### config.mk
export PLATFORM = sky130hd
export DESIGN_NAME = voxel_shape_scan_generator_top_flat
export DESIGN_NICKNAME = d
export VERILOG_FILES = /design/src/hdl/vssg_pkg.sv /design/src/hdl/vssg_if.sv /design/src/hdl/vssg_step.sv /design/src/hdl/vssg_member.sv /design/src/hdl/voxel_shape_scan_generator_top.sv /design/src/flat_wrapper.sv
export SDC_FILE = /design/constraint.sdc
export NUM_CORES = 1
export LEC_CHECK = 0
export ABC_AREA = 1
export BUFFER_PORTS_ARGS = -buffer_cell sky130_fd_sc_hd__buf_2
export CAP_MARGIN = 20
export CORE_MARGIN = 4
export CORE_UTILIZATION = 50
export DETAILED_ROUTE_END_ITERATION = 10
export PLACE_DENSITY = 0.74
export SYNTH_ARGS = -nofsm -noshare
export SYNTH_HDL_FRONTEND = slang
export SYNTH_SLANG_ARGS = --single-unit
### constraint.sdc
create_clock -name clk_i -period 17.8 [get_ports clk_i]
set_clock_uncertainty 0.2 [all_clocks]
set_input_delay 3.56 -clock clk_i [delete_from_list [all_inputs] [get_ports clk_i]]
set_output_delay 3.56 -clock clk_i [all_outputs]
set_load 0.02 [all_outputs]
### src/hdl/vssg_pkg.sv
// ----------------------------------------------------------------------------
// vssg_pkg: shared types and constants of the voxel shape scan generator
// Widths, shape codes, register indexes and the structs that pass between
// the scan stepper and the membership pipeline.
// ----------------------------------------------------------------------------
package vssg_pkg;

  // Coordinate width and size width; the other data widths follow from these.
  localparam int unsigned CoordBits = 16;
  localparam int unsigned SizeBits  = 10;

  // Offsets span -2^SizeBits .. 2^SizeBits-1; bounds need one bit more.
  localparam int unsigned OfsBits = SizeBits + 1;
  localparam int unsigned BndBits = SizeBits + 2;

  // Square of an offset magnitude (up to 2^SizeBits) and a sum of three.
  localparam int unsigned SqBits  = 2 * SizeBits + 1;
  localparam int unsigned SumBits = SqBits + 2;

  // Adder width for offset plus origin before wrapping to CoordBits.
  localparam int unsigned WideBits = (CoordBits > OfsBits) ? CoordBits : OfsBits;

  // Configuration channel.
  localparam int unsigned CfgIdxBits  = 3;
  localparam int unsigned CfgDataBits = (CoordBits > SizeBits) ? CoordBits : SizeBits;

  localparam logic [CfgIdxBits-1:0] CFG_SHAPE_MODE = CfgIdxBits'(0);
  localparam logic [CfgIdxBits-1:0] CFG_RADIUS     = CfgIdxBits'(1);
  localparam logic [CfgIdxBits-1:0] CFG_EXTENT_X   = CfgIdxBits'(2);
  localparam logic [CfgIdxBits-1:0] CFG_EXTENT_Y   = CfgIdxBits'(3);
  localparam logic [CfgIdxBits-1:0] CFG_EXTENT_Z   = CfgIdxBits'(4);
  localparam logic [CfgIdxBits-1:0] CFG_ORIGIN_X   = CfgIdxBits'(5);
  localparam logic [CfgIdxBits-1:0] CFG_ORIGIN_Y   = CfgIdxBits'(6);
  localparam logic [CfgIdxBits-1:0] CFG_ORIGIN_Z   = CfgIdxBits'(7);

  typedef enum logic [1:0] {
    SHAPE_SPHERE   = 2'd0,
    SHAPE_CYLINDER = 2'd1,
    SHAPE_BOX      = 2'd2,
    SHAPE_CUBE     = 2'd3
  } shape_e;

  // Register file contents.
  typedef struct packed {
    shape_e                       shape_mode;
    logic [SizeBits-1:0]          radius;
    logic [SizeBits-1:0]          extent_x;
    logic [SizeBits-1:0]          extent_y;
    logic [SizeBits-1:0]          extent_z;
    logic signed [CoordBits-1:0]  origin_x;
    logic signed [CoordBits-1:0]  origin_y;
    logic signed [CoordBits-1:0]  origin_z;
  } cfg_t;

  // One examined position, as it leaves the scan stepper.
  typedef struct packed {
    logic                         idle;
    logic                         last;
    logic signed [OfsBits-1:0]    ofs_x;
    logic signed [OfsBits-1:0]    ofs_y;
    logic signed [OfsBits-1:0]    ofs_z;
    logic signed [CoordBits-1:0]  coord_x;
    logic signed [CoordBits-1:0]  coord_y;
    logic signed [CoordBits-1:0]  coord_z;
  } pos_t;

endpackage

### src/hdl/vssg_if.sv
// ----------------------------------------------------------------------------
// vssg_if: channel interfaces of the voxel shape scan generator
// Input tick channel, result channel and configuration write channel, each
// a valid/ready handshake with its payload.
// ----------------------------------------------------------------------------

// Input tick channel.
interface vssg_in_if;
  logic valid;
  logic ready;
  logic restart_scan;

  modport source (output valid, output restart_scan, input ready);
  modport sink   (input valid, input restart_scan, output ready);
endinterface

// Result channel.
interface vssg_out_if;
  logic                                   valid;
  logic                                   ready;
  logic signed [vssg_pkg::CoordBits-1:0]  coord_x;
  logic signed [vssg_pkg::CoordBits-1:0]  coord_y;
  logic signed [vssg_pkg::CoordBits-1:0]  coord_z;
  logic                                   inside_res;
  logic                                   last_position;
  logic                                   scan_idle;

  modport source (output valid, output coord_x, output coord_y, output coord_z,
                  output inside_res, output last_position, output scan_idle,
                  input ready);
  modport sink   (input valid, input coord_x, input coord_y, input coord_z,
                  input inside_res, input last_position, input scan_idle,
                  output ready);
endinterface

// Configuration write channel.
interface vssg_cfg_if;
  logic                                 valid;
  logic                                 ready;
  logic [vssg_pkg::CfgIdxBits-1:0]      index;
  logic [vssg_pkg::CfgDataBits-1:0]     data;

  modport source (output valid, output index, output data, input ready);
  modport sink   (input valid, input index, input data, output ready);
endinterface

### src/hdl/vssg_step.sv
// ----------------------------------------------------------------------------
// vssg_step: scan position stepper
// Holds the scan offsets and the active flag, works out the bounds of the
// current shape, reports the position of each accepted tick and steps to the
// next one. The reported position is registered for the membership stage.
// ----------------------------------------------------------------------------
module vssg_step (
  input  logic                  clk_i,
  input  logic                  rst_ni,
  input  vssg_pkg::cfg_t        cfg_i,
  input  logic                  in_valid_i,
  input  logic                  restart_i,
  input  logic                  adv_i,
  output vssg_pkg::pos_t        pos_o,
  output logic                  pos_valid_o
);

  localparam logic signed [vssg_pkg::BndBits-1:0] BndOne = vssg_pkg::BndBits'(1);

  // Offset plus origin, wrapped to the coordinate width.
  function automatic logic signed [vssg_pkg::CoordBits-1:0] world(
    input logic signed [vssg_pkg::OfsBits-1:0]   ofs,
    input logic signed [vssg_pkg::CoordBits-1:0] org
  );
    logic signed [vssg_pkg::WideBits-1:0] sum;
    sum = vssg_pkg::WideBits'(ofs) + vssg_pkg::WideBits'(org);
    return sum[vssg_pkg::CoordBits-1:0];
  endfunction

  logic                                 take;
  logic                                 act_q, act_d;
  logic signed [vssg_pkg::OfsBits-1:0]  ofs_x_q, ofs_y_q, ofs_z_q;
  logic signed [vssg_pkg::OfsBits-1:0]  ofs_x_d, ofs_y_d, ofs_z_d;
  logic signed [vssg_pkg::OfsBits-1:0]  cur_x, cur_y, cur_z;
  logic signed [vssg_pkg::BndBits-1:0]  r_ext, ex_ext, ey_ext, ez_ext;
  logic signed [vssg_pkg::BndBits-1:0]  st_x, st_y, st_z, en_x, en_y, en_z;
  logic signed [vssg_pkg::BndBits-1:0]  inc_x, inc_y, inc_z;
  logic                                 active, empty, live, last;
  vssg_pkg::pos_t                       pos_d, pos_q;
  logic                                 v1_q;

  assign take = in_valid_i & adv_i;

  // Bounds of the scan volume for the current shape, per axis.
  always_comb begin
    r_ext  = $signed({2'b00, cfg_i.radius});
    ex_ext = $signed({2'b00, cfg_i.extent_x});
    ey_ext = $signed({2'b00, cfg_i.extent_y});
    ez_ext = $signed({2'b00, cfg_i.extent_z});
    case (cfg_i.shape_mode)
      vssg_pkg::SHAPE_SPHERE: begin
        st_x = -r_ext; en_x = r_ext + BndOne;
        st_z = -r_ext; en_z = r_ext + BndOne;
        st_y = -r_ext; en_y = r_ext + BndOne;
      end
      vssg_pkg::SHAPE_CYLINDER: begin
        st_x = -r_ext; en_x = r_ext + BndOne;
        st_z = -r_ext; en_z = r_ext + BndOne;
        st_y = '0;     en_y = ey_ext;
      end
      vssg_pkg::SHAPE_BOX: begin
        st_x = '0; en_x = ex_ext;
        st_z = '0; en_z = ez_ext;
        st_y = '0; en_y = ey_ext;
      end
      default: begin
        st_x = '0; en_x = ex_ext;
        st_z = '0; en_z = ex_ext;
        st_y = '0; en_y = ex_ext;
      end
    endcase
  end

  // Current position, scan liveness and the step to the next position.
  always_comb begin
    active = restart_i | act_q;
    cur_x  = restart_i ? st_x[vssg_pkg::OfsBits-1:0] : ofs_x_q;
    cur_y  = restart_i ? st_y[vssg_pkg::OfsBits-1:0] : ofs_y_q;
    cur_z  = restart_i ? st_z[vssg_pkg::OfsBits-1:0] : ofs_z_q;
    empty  = (st_x >= en_x) || (st_y >= en_y) || (st_z >= en_z);
    live   = active & ~empty;

    inc_x = $signed({cur_x[vssg_pkg::OfsBits-1], cur_x}) + BndOne;
    inc_y = $signed({cur_y[vssg_pkg::OfsBits-1], cur_y}) + BndOne;
    inc_z = $signed({cur_z[vssg_pkg::OfsBits-1], cur_z}) + BndOne;

    ofs_x_d = cur_x;
    ofs_y_d = cur_y;
    ofs_z_d = cur_z;
    last    = 1'b0;
    if (live) begin
      if (inc_y < en_y) begin
        ofs_y_d = inc_y[vssg_pkg::OfsBits-1:0];
      end else begin
        ofs_y_d = st_y[vssg_pkg::OfsBits-1:0];
        if (inc_z < en_z) begin
          ofs_z_d = inc_z[vssg_pkg::OfsBits-1:0];
        end else begin
          ofs_z_d = st_z[vssg_pkg::OfsBits-1:0];
          if (inc_x < en_x) begin
            ofs_x_d = inc_x[vssg_pkg::OfsBits-1:0];
          end else begin
            ofs_x_d = st_x[vssg_pkg::OfsBits-1:0];
            last    = 1'b1;
          end
        end
      end
    end
    act_d = live & ~last;

    pos_d.idle    = ~live;
    pos_d.last    = last;
    pos_d.ofs_x   = cur_x;
    pos_d.ofs_y   = cur_y;
    pos_d.ofs_z   = cur_z;
    pos_d.coord_x = live ? world(cur_x, cfg_i.origin_x) : '0;
    pos_d.coord_y = live ? world(cur_y, cfg_i.origin_y) : '0;
    pos_d.coord_z = live ? world(cur_z, cfg_i.origin_z) : '0;
  end

  // Scan state, updated on every accepted beat.
  always_ff @(posedge clk_i or negedge rst_ni) begin
    if (!rst_ni) begin
      act_q   <= 1'b0;
      ofs_x_q <= '0;
      ofs_y_q <= '0;
      ofs_z_q <= '0;
    end else if (take) begin
      act_q   <= act_d;
      ofs_x_q <= ofs_x_d;
      ofs_y_q <= ofs_y_d;
      ofs_z_q <= ofs_z_d;
    end
  end

  // Position register feeding the membership pipeline.
  always_ff @(posedge clk_i or negedge rst_ni) begin
    if (!rst_ni) begin
      v1_q <= 1'b0;
    end else if (adv_i) begin
      v1_q <= in_valid_i;
    end
  end

  always_ff @(posedge clk_i) begin
    if (take) begin
      pos_q <= pos_d;
    end
  end

  assign pos_o       = pos_q;
  assign pos_valid_o = v1_q;

endmodule

### src/hdl/vssg_member.sv
// ----------------------------------------------------------------------------
// vssg_member: shape membership pipeline and result register
// Squares the offsets of a reported position in one stage, then adds and
// compares them against the squared radius into the result register. Also
// produces the advance enable that stalls the whole pipeline.
// ----------------------------------------------------------------------------
module vssg_member (
  input  logic                          clk_i,
  input  logic                          rst_ni,
  input  vssg_pkg::shape_e              shape_mode_i,
  input  logic [vssg_pkg::SizeBits-1:0] radius_i,
  input  vssg_pkg::pos_t                pos_i,
  input  logic                          pos_valid_i,
  output logic                          adv_o,
  vssg_out_if.source                    res_o
);

  logic [vssg_pkg::OfsBits-1:0]   abs_x, abs_y, abs_z;
  logic [vssg_pkg::SqBits-1:0]    sq_x_q, sq_y_q, sq_z_q;
  logic [2*vssg_pkg::SizeBits-1:0] r_sq_q;
  vssg_pkg::pos_t                 pos2_q;
  logic                           v2_q, v3_q;
  logic [vssg_pkg::SumBits-1:0]   sum_xz, sum_xyz;
  logic                           in_shape;

  logic signed [vssg_pkg::CoordBits-1:0] coord_x_q, coord_y_q, coord_z_q;
  logic                                  inside_q, last_q, idle_q;

  // The whole pipeline moves when the result register is free or taken.
  assign adv_o = ~v3_q | res_o.ready;

  // Offset magnitudes; the most negative offset maps to 2^SizeBits.
  always_comb begin
    abs_x = pos_i.ofs_x[vssg_pkg::OfsBits-1] ? (~pos_i.ofs_x + 1'b1) : pos_i.ofs_x;
    abs_y = pos_i.ofs_y[vssg_pkg::OfsBits-1] ? (~pos_i.ofs_y + 1'b1) : pos_i.ofs_y;
    abs_z = pos_i.ofs_z[vssg_pkg::OfsBits-1] ? (~pos_i.ofs_z + 1'b1) : pos_i.ofs_z;
  end

  // Square stage.
  always_ff @(posedge clk_i or negedge rst_ni) begin
    if (!rst_ni) begin
      v2_q <= 1'b0;
    end else if (adv_o) begin
      v2_q <= pos_valid_i;
    end
  end

  always_ff @(posedge clk_i) begin
    if (adv_o && pos_valid_i) begin
      pos2_q <= pos_i;
      sq_x_q <= vssg_pkg::SqBits'(abs_x) * vssg_pkg::SqBits'(abs_x);
      sq_y_q <= vssg_pkg::SqBits'(abs_y) * vssg_pkg::SqBits'(abs_y);
      sq_z_q <= vssg_pkg::SqBits'(abs_z) * vssg_pkg::SqBits'(abs_z);
      r_sq_q <= radius_i * radius_i;
    end
  end

  // Distance compare for the configured shape.
  always_comb begin
    sum_xz  = vssg_pkg::SumBits'(sq_x_q) + vssg_pkg::SumBits'(sq_z_q);
    sum_xyz = sum_xz + vssg_pkg::SumBits'(sq_y_q);
    case (shape_mode_i)
      vssg_pkg::SHAPE_SPHERE:   in_shape = (sum_xyz <= vssg_pkg::SumBits'(r_sq_q));
      vssg_pkg::SHAPE_CYLINDER: in_shape = (sum_xz <= vssg_pkg::SumBits'(r_sq_q));
      default:                  in_shape = 1'b1;
    endcase
  end

  // Result register.
  always_ff @(posedge clk_i or negedge rst_ni) begin
    if (!rst_ni) begin
      v3_q <= 1'b0;
    end else if (adv_o) begin
      v3_q <= v2_q;
    end
  end

  always_ff @(posedge clk_i) begin
    if (adv_o && v2_q) begin
      coord_x_q <= pos2_q.coord_x;
      coord_y_q <= pos2_q.coord_y;
      coord_z_q <= pos2_q.coord_z;
      inside_q  <= in_shape & ~pos2_q.idle;
      last_q    <= pos2_q.last;
      idle_q    <= pos2_q.idle;
    end
  end

  assign res_o.valid         = v3_q;
  assign res_o.coord_x       = coord_x_q;
  assign res_o.coord_y       = coord_y_q;
  assign res_o.coord_z       = coord_z_q;
  assign res_o.inside_res    = inside_q;
  assign res_o.last_position = last_q;
  assign res_o.scan_idle     = idle_q;

endmodule

### src/hdl/voxel_shape_scan_generator_top.sv
// ----------------------------------------------------------------------------
// voxel_shape_scan_generator_top: voxel shape scan generator
// Every input beat yields exactly one result beat. A beat with restart_scan
// set starts a scan of the bounding volume of the configured sphere,
// cylinder, box or cube (x outermost, then z, then y) and reports its first
// position; later beats report the following positions, with inside_res
// set where the position belongs to the shape and last_position on the
// final one. Beats with no scan running report scan_idle. The block takes
// one beat per cycle unless the output stalls; each beat passes through the
// position stepper register, the squaring multipliers and the distance
// compare into the result register. The whole pipeline stalls while a
// result waits on the output. Configuration writes are always taken and
// must only be issued while no beat is in flight.
// ----------------------------------------------------------------------------
module voxel_shape_scan_generator_top (
  input  logic         clk_i,
  input  logic         rst_ni,
  vssg_in_if.sink      item_i,
  vssg_out_if.source   result_o,
  vssg_cfg_if.sink     cfg_i
);

  vssg_pkg::cfg_t  cfg_q;
  vssg_pkg::pos_t  pos;
  logic            pos_valid;
  logic            adv;

  // Register file; writes are taken in every cycle.
  assign cfg_i.ready = 1'b1;

  always_ff @(posedge clk_i or negedge rst_ni) begin
    if (!rst_ni) begin
      cfg_q <= '0;
    end else if (cfg_i.valid) begin
      case (cfg_i.index)
        vssg_pkg::CFG_SHAPE_MODE:
          cfg_q.shape_mode <= vssg_pkg::shape_e'(cfg_i.data[1:0]);
        vssg_pkg::CFG_RADIUS:
          cfg_q.radius <= cfg_i.data[vssg_pkg::SizeBits-1:0];
        vssg_pkg::CFG_EXTENT_X:
          cfg_q.extent_x <= cfg_i.data[vssg_pkg::SizeBits-1:0];
        vssg_pkg::CFG_EXTENT_Y:
          cfg_q.extent_y <= cfg_i.data[vssg_pkg::SizeBits-1:0];
        vssg_pkg::CFG_EXTENT_Z:
          cfg_q.extent_z <= cfg_i.data[vssg_pkg::SizeBits-1:0];
        vssg_pkg::CFG_ORIGIN_X:
          cfg_q.origin_x <= cfg_i.data[vssg_pkg::CoordBits-1:0];
        vssg_pkg::CFG_ORIGIN_Y:
          cfg_q.origin_y <= cfg_i.data[vssg_pkg::CoordBits-1:0];
        vssg_pkg::CFG_ORIGIN_Z:
          cfg_q.origin_z <= cfg_i.data[vssg_pkg::CoordBits-1:0];
        default: ;
      endcase
    end
  end

  // Input beats are taken whenever the pipeline advances.
  assign item_i.ready = adv;

  vssg_step u_step (
    .clk_i       (clk_i),
    .rst_ni      (rst_ni),
    .cfg_i       (cfg_q),
    .in_valid_i  (item_i.valid),
    .restart_i   (item_i.restart_scan),
    .adv_i       (adv),
    .pos_o       (pos),
    .pos_valid_o (pos_valid)
  );

  vssg_member u_member (
    .clk_i        (clk_i),
    .rst_ni       (rst_ni),
    .shape_mode_i (cfg_q.shape_mode),
    .radius_i     (cfg_q.radius),
    .pos_i        (pos),
    .pos_valid_i  (pos_valid),
    .adv_o        (adv),
    .res_o        (result_o)
  );

endmodule

### src/flat_wrapper.sv
// flat-port wrapper written by rule: the top's interface ports become plain ports
module voxel_shape_scan_generator_top_flat 
  (clk_i, rst_ni, item_i_valid, item_i_restart_scan, item_i_ready, result_o_valid, result_o_coord_x, result_o_coord_y, result_o_coord_z, result_o_inside_res, result_o_last_position, result_o_scan_idle, result_o_ready, cfg_i_valid, cfg_i_index, cfg_i_data, cfg_i_ready);
  vssg_in_if item_i_i ();
  vssg_out_if result_o_i ();
  vssg_cfg_if cfg_i_i ();
  input  logic clk_i;
  input  logic rst_ni;
  input wire logic [$bits(item_i_i.valid)-1:0] item_i_valid;
  input wire logic [$bits(item_i_i.restart_scan)-1:0] item_i_restart_scan;
  output wire logic [$bits(item_i_i.ready)-1:0] item_i_ready;
  output wire logic [$bits(result_o_i.valid)-1:0] result_o_valid;
  output wire logic [$bits(result_o_i.coord_x)-1:0] result_o_coord_x;
  output wire logic [$bits(result_o_i.coord_y)-1:0] result_o_coord_y;
  output wire logic [$bits(result_o_i.coord_z)-1:0] result_o_coord_z;
  output wire logic [$bits(result_o_i.inside_res)-1:0] result_o_inside_res;
  output wire logic [$bits(result_o_i.last_position)-1:0] result_o_last_position;
  output wire logic [$bits(result_o_i.scan_idle)-1:0] result_o_scan_idle;
  input wire logic [$bits(result_o_i.ready)-1:0] result_o_ready;
  input wire logic [$bits(cfg_i_i.valid)-1:0] cfg_i_valid;
  input wire logic [$bits(cfg_i_i.index)-1:0] cfg_i_index;
  input wire logic [$bits(cfg_i_i.data)-1:0] cfg_i_data;
  output wire logic [$bits(cfg_i_i.ready)-1:0] cfg_i_ready;
  assign item_i_i.valid = item_i_valid;
  assign item_i_i.restart_scan = item_i_restart_scan;
  assign item_i_ready = item_i_i.ready;
  assign result_o_valid = result_o_i.valid;
  assign result_o_coord_x = result_o_i.coord_x;
  assign result_o_coord_y = result_o_i.coord_y;
  assign result_o_coord_z = result_o_i.coord_z;
  assign result_o_inside_res = result_o_i.inside_res;
  assign result_o_last_position = result_o_i.last_position;
  assign result_o_scan_idle = result_o_i.scan_idle;
  assign result_o_i.ready = result_o_ready;
  assign cfg_i_i.valid = cfg_i_valid;
  assign cfg_i_i.index = cfg_i_index;
  assign cfg_i_i.data = cfg_i_data;
  assign cfg_i_ready = cfg_i_i.ready;
  voxel_shape_scan_generator_top u_core (.clk_i(clk_i), .rst_ni(rst_ni), .item_i(item_i_i), .result_o(result_o_i), .cfg_i(cfg_i_i));
endmodule
# == Word level (Yosys, flattened, before mapping) ==
# Index checks and enable logic that the tools add are counted.
# op_classes
n_reduce_logical,16
mul,4
order_cmp,8
eq_ne,9
addsub,13
n_shift,0
mux,25
div_mod_pow,0
bitwise,14
# ops
op,n
two-way mux 11 bit,16
multiplier 11 x 11 -> 21 bit,3
adder 11 x 16 -> 16 bit,3
one-hot mux 11 bit (2 select lines),2
"adder 11 x 2 -> 12 bit, second input constant",3
>= comparator 12 bit,3
less-than comparator 12 bit,3
"adder 11 x 1 -> 11 bit, second input constant",3
inverter 11 bit,3
two-way mux 12 bit,2
adder 22 x 21 -> 23 bit,1
<= comparator 23 x 20 -> 1 bit,1
adder 21 x 21 -> 22 bit,1
<= comparator 22 x 20 -> 1 bit,1
multiplier 10 x 10 -> 20 bit,1
AND reduction 2 bit,8
"== test 3 bit, second input constant",4
negation 10 -> 12 bit,1
"adder 10 x 1 -> 11 bit, second input constant",1
"== test 3 x 2 -> 1 bit, second input constant",2
inverter 1 bit,5
bitwise AND 1 bit,4
two-way mux 1 bit,4
OR reduction 2 bit,2
9 further kinds,12
# word_totals
n_memories,0
regBits,394
in_bits,25
rom_bits,0
out_inout_bits,54
latchBits,0
ram_bits,0

# == Longest topological paths before layout ==
# logic_depth
ltp_word,12
mapped_depth,35

# == Cells and area by module ==
# A second synthesis with hierarchy kept.
# unflattened
cells_unflattened,4287
hier_area_um2,35840.6
# by_module_without_submodules
mod,cells_per_inst,n_inst,area_per_inst_um2,seq_area_each_um2
vssg_member,2429,1,21688.3,5455.2
vssg_step,1455,1,10533.9,3368.2
voxel_shape_scan_generator_top,403,1,3618.5,2252.2

# == Least setup slack after synthesis ==
# No wires, ideal clock.
# synth_timing
kind,input to register
start,in result_o_ready
end,reg u_core.u_member.v2_q
required_time_ns,17.492
t_arrival_ns,9.551
setup_time_ns,0.108
path_buffers,0
path_stages,3
path_slack_ns,7.941
cell_sequence,nor2_1 > nor2_1 > o21bai_1
# synth_between
elab_chain_cells,1
# synth_lines
item,line,source
"start, declared",flat_wrapper.sv:19,input wire logic [$bits(result_o_i.ready)-1:0] result_o_ready;
bitwise OR 1 bit,vssg_member.sv:30,assign adv_o = ~v3_q | res_o.ready;
"end signal, assigned",vssg_member.sv:44,v2_q <= pos_valid_i;
"end, declared",vssg_member.sv:22,"logic v2_q, v3_q;"
# Every way passes these cells.
# A chain may end at the register's enable or synchronous reset.

# == Final worst setup path ==
# layout_timing
start,in result_o_ready
end,out item_i_ready
# layout_between
elab_chain_cells,1
# layout_lines
item,line,source
bitwise OR 1 bit,vssg_member.sv:30,
"end, declared",flat_wrapper.sv:11,output wire logic [$bits(item_i_i.ready)-1:0] item_i_ready;
# Every way passes these cells.

==> run_results.csv <==
group,metric,value,unit
clock_network,cts_made_buffers,41,
logic_synthesis,synthMuxAreaShare,0,%
setup_path,cp_max_fo,5,
clock_network,cts.sinks,390,
run_status,status,"completed",
clock_network,cts_root_buf,"clkbuf_16",
logic_synthesis,synthAdderAreaFrac,28.47,%
sta,period_share,45.56,%
setup_path,cp-end-kind,"output pin",
floorplan,io_pins,79,
sta,worst_slew_pin_slew,0.9398,ns
routing,num_vias,26510,
sta,setup_viol,0,
floorplan,num_rows,96,
sta,hold_viol_final,0,
sta,slew_violations,0,
global_route,grt_pass1_wl,137800,µm
global_route,grt_util_all_layers,23.13,%
cells_and_area,fill_cells,6144,
clock_network,cts_hold_buf,0,
global_route,grt_max_degree,73,
hold_path,min_to,"u_core.u_member.pos2_q[22]",
setup_path,cp.required,14.04,ns
sta,fmax,123.3,MHz
sta,rsz0062_at_grt,"no",
cells_and_area,area_growth,7.935,%
routing,drc,0,
logic_synthesis,syn_area_per_cell,8.674,µm²
cells_and_area,multi_input_area,20350,µm²
clock_network,clock_latency,0.58,ns
logic_synthesis,synth_top_family_by_area,"adder cells",
floorplan,die_h,270.6,µm
routing,wl_per_cell,17.01,µm
logic_synthesis,synth_area,34470,µm²
cells_and_area,nets,4715,
clock_network,post-cts-setup-buffers,0,
hold_path,worstHoldStart,"u_core.u_step.pos_o[22]",
routing,first_pass_iters,6,
clock_network,clkTransAtPathRegs,0.06,ns
setup_path,r2r_start,"u_core.u_step.pos_o[48]",
setup_path,worstSetupPathType,"in2out",
logic_synthesis,synth_xor_area_share,4.624,%
routing,first_iter_violations,2119,
logic_synthesis,async_reset_ff_share,32.56,%
logic_synthesis,synthFlopType,"edfxtp_1",
cells_and_area,final_common_cell,"nand2_1",
logic_synthesis,synth-simple-area-share,16.47,%
setup_path,rrSetupSlack,9.91,ns
cells_and_area,final_cell_mix,"nand2_1, inv_1, ha_1",
sta,whs,0.2162,ns
setup_path,r2r_end,"u_core.u_member.sq_z_q[20]",
cells_and_area,drive_gt1_share,5.830,%
global_route,grt_pass1_vias,26380,
setup_path,start_kind,"primary input",
floorplan,dieArea,73210,µm²
clock_network,cts.htree.levels,2,
global_route,antenna_found_initial,0,
global_route,gr-total-overflow,0,
floorplan,die_w,270.6,µm
logic_synthesis,synth_compound_area_share,9.154,%
sta,min_period,8.110,ns
clock_network,cts_tree,"built",
floorplan,start_util,50.35,%
placed_design,numPortBuffers,77,
sta,maxSlewHeadroom,37.19,%
floorplan,fp.coreArea,68470,µm²
placed_design,dpl.cell_count,4888,
logic_synthesis,ys_ff_latch,390,
logic_synthesis,ys_warn_count,0,
setup_path,crit_arrival,4.35,ns
logic_synthesis,seq_area_frac_synth,32.13,%
sta,tns,0,ns
logic_synthesis,synthCells,3974,
cells_and_area,layoutNonFillerInstCount,4965,
logic_synthesis,yosysUniqueCellTypes,49,
clock_network,clockBufferDepth,3,
clock_network,cts_resized,0,
routing,via_per_inst,5.339,
placed_design,dp_hpwl,65790,µm
cells_and_area,ff_latch_area,11080,µm²
hold_path,hold_class,"reg2reg",
placed_design,place.gp.congestion,0.9342,
logic_synthesis,synth_edf_count,263,
run,drv_cap,0,
hold_path,whs_path_depth,0,
routing,antenna_left,0,
routing,drt_wl_total,84450,µm
setup_path,worstRegToRegCells,33,
==> through the flow <==
| step | setup slack, ns | utilization [%] | area (µm²) |
|---|---|---|---|
| final | 9.690 | 54.34 | 37210 |
| after detailed placement | 9.450 | 52.30 | 35810 |
| after global routing | 9.345 | 54.34 | 37200 |
| after floorplan | 7.941 | - | 34550 |
| after CTS | 9.681 | 54.34 | 37200 |
| after global placement | 9.544 | 52.30 | 35810 |
==> synthesized netlist by cell type, types with 4 or more instances <==
library cell  instances  area [µm²]
nor2_1              270        1013
buf_2                10       50.05
xor2_1              135        1182
nor3_1               32       160.2
or2_2                26       162.7
dfrtp_1             127        3178
xnor2_1              47       411.6
a21oi_1             256        1281
clkbuf_1             59       221.5
o21a_1                7       52.55
buf_4                 6       45.04
o21ai_0             199       996.0
inv_1               728        2733
inv_2                12       45.04
nor2_2               11       68.82
ha_1                402        5030
fa_1                239        4785
clkinv_1              4       15.01
o21ai_1              12       60.06
o211ai_1              8       60.06
edfxtp_1            263        7898
o21bai_1             13       97.59
nand2_1             807        3029
a21o_1               23       172.7
o31ai_1               6       45.04
a211oi_1             10       75.07
nand4_1              31       193.9
a21boi_0             11       82.58
a31oi_1              15       93.84
nor4_1                7       43.79
nand2_2               9       56.30
nand3b_1             14       105.1
nand3_1             139       695.7
o21ai_2               9       78.83
==> layout make-up <==
cell class                      instances  share of cell area, %
Antenna cell                            1               0.006726
Tap cell                              882                  2.966
Sequential cell                       390                  29.77
Clock inverter                         20                 0.6423
Multi-Input combinational cell       2783                  54.71
Timing Repair Buffer                   89                  1.295
Inverter                              744                  7.513
Clock buffer                           56                  3.101
==> routing by layer <==
layer  wire length [µm]  track usage [%]  part of all wire, %  vias up
li1                   -                -                    -    12900
met1              35220            30.58                   42    12560
met2              40320            39.39                   48      862
met3               5535            3.122                  6.6      188
met4               3373            7.938                  4.0        0
met5                  0                0                    0        -
==> cell families (layout without fill, tap and decap cells) <==
kind of cell	Yosys count	in the layout
compound gates	575	575
simple gates	1361	1361
flops	390	390
other cells	2	25
xor+xnor	182	182
buf+inv	823	909
fa+ha+maj	641	641
==> worst max-delay path, stage by stage <==
cell,delay [ns]
buf_2,0.09
nor2_1,0.33
inv_1,0.17
buf_2,0.19
==> sequential cells by signal (all words and copies together), names as in the netlist, 19 cells and up <==
register / cells
u_core.u_step.pos_o: 83
u_core.u_member.r_sq_q: 19
u_core.u_member.sq_z_q: 20
u_core.u_member.pos2_q: 50
u_core.cfg_q: 90
u_core.u_member.sq_y_q: 20
u_core.u_member.sq_x_q: 20
==> how the worst max path moves through the flow <==
stage / from / slack, ns / endpoint / cells past startpoint
floorplan: result_o_ready / 7.94 / u_core.u_member.v2_q / 3
global placement: item_i_restart_scan / 9.54 / u_core.u_step.ofs_x_q[2] / 25
detailed placement: item_i_restart_scan / 9.45 / u_core.u_step.ofs_x_q[0] / 25
CTS: result_o_ready / 9.68 / item_i_ready / 4
global route: u_core.u_step.pos_o[48] / 9.34 / u_core.u_member.sq_z_q[20] / 32
finish: result_o_ready / 9.69 / item_i_ready / 4
Power is left out: the tool's default activity adds up to more than one toggle a clock period on the data nets, which glitch-free logic cannot reach.
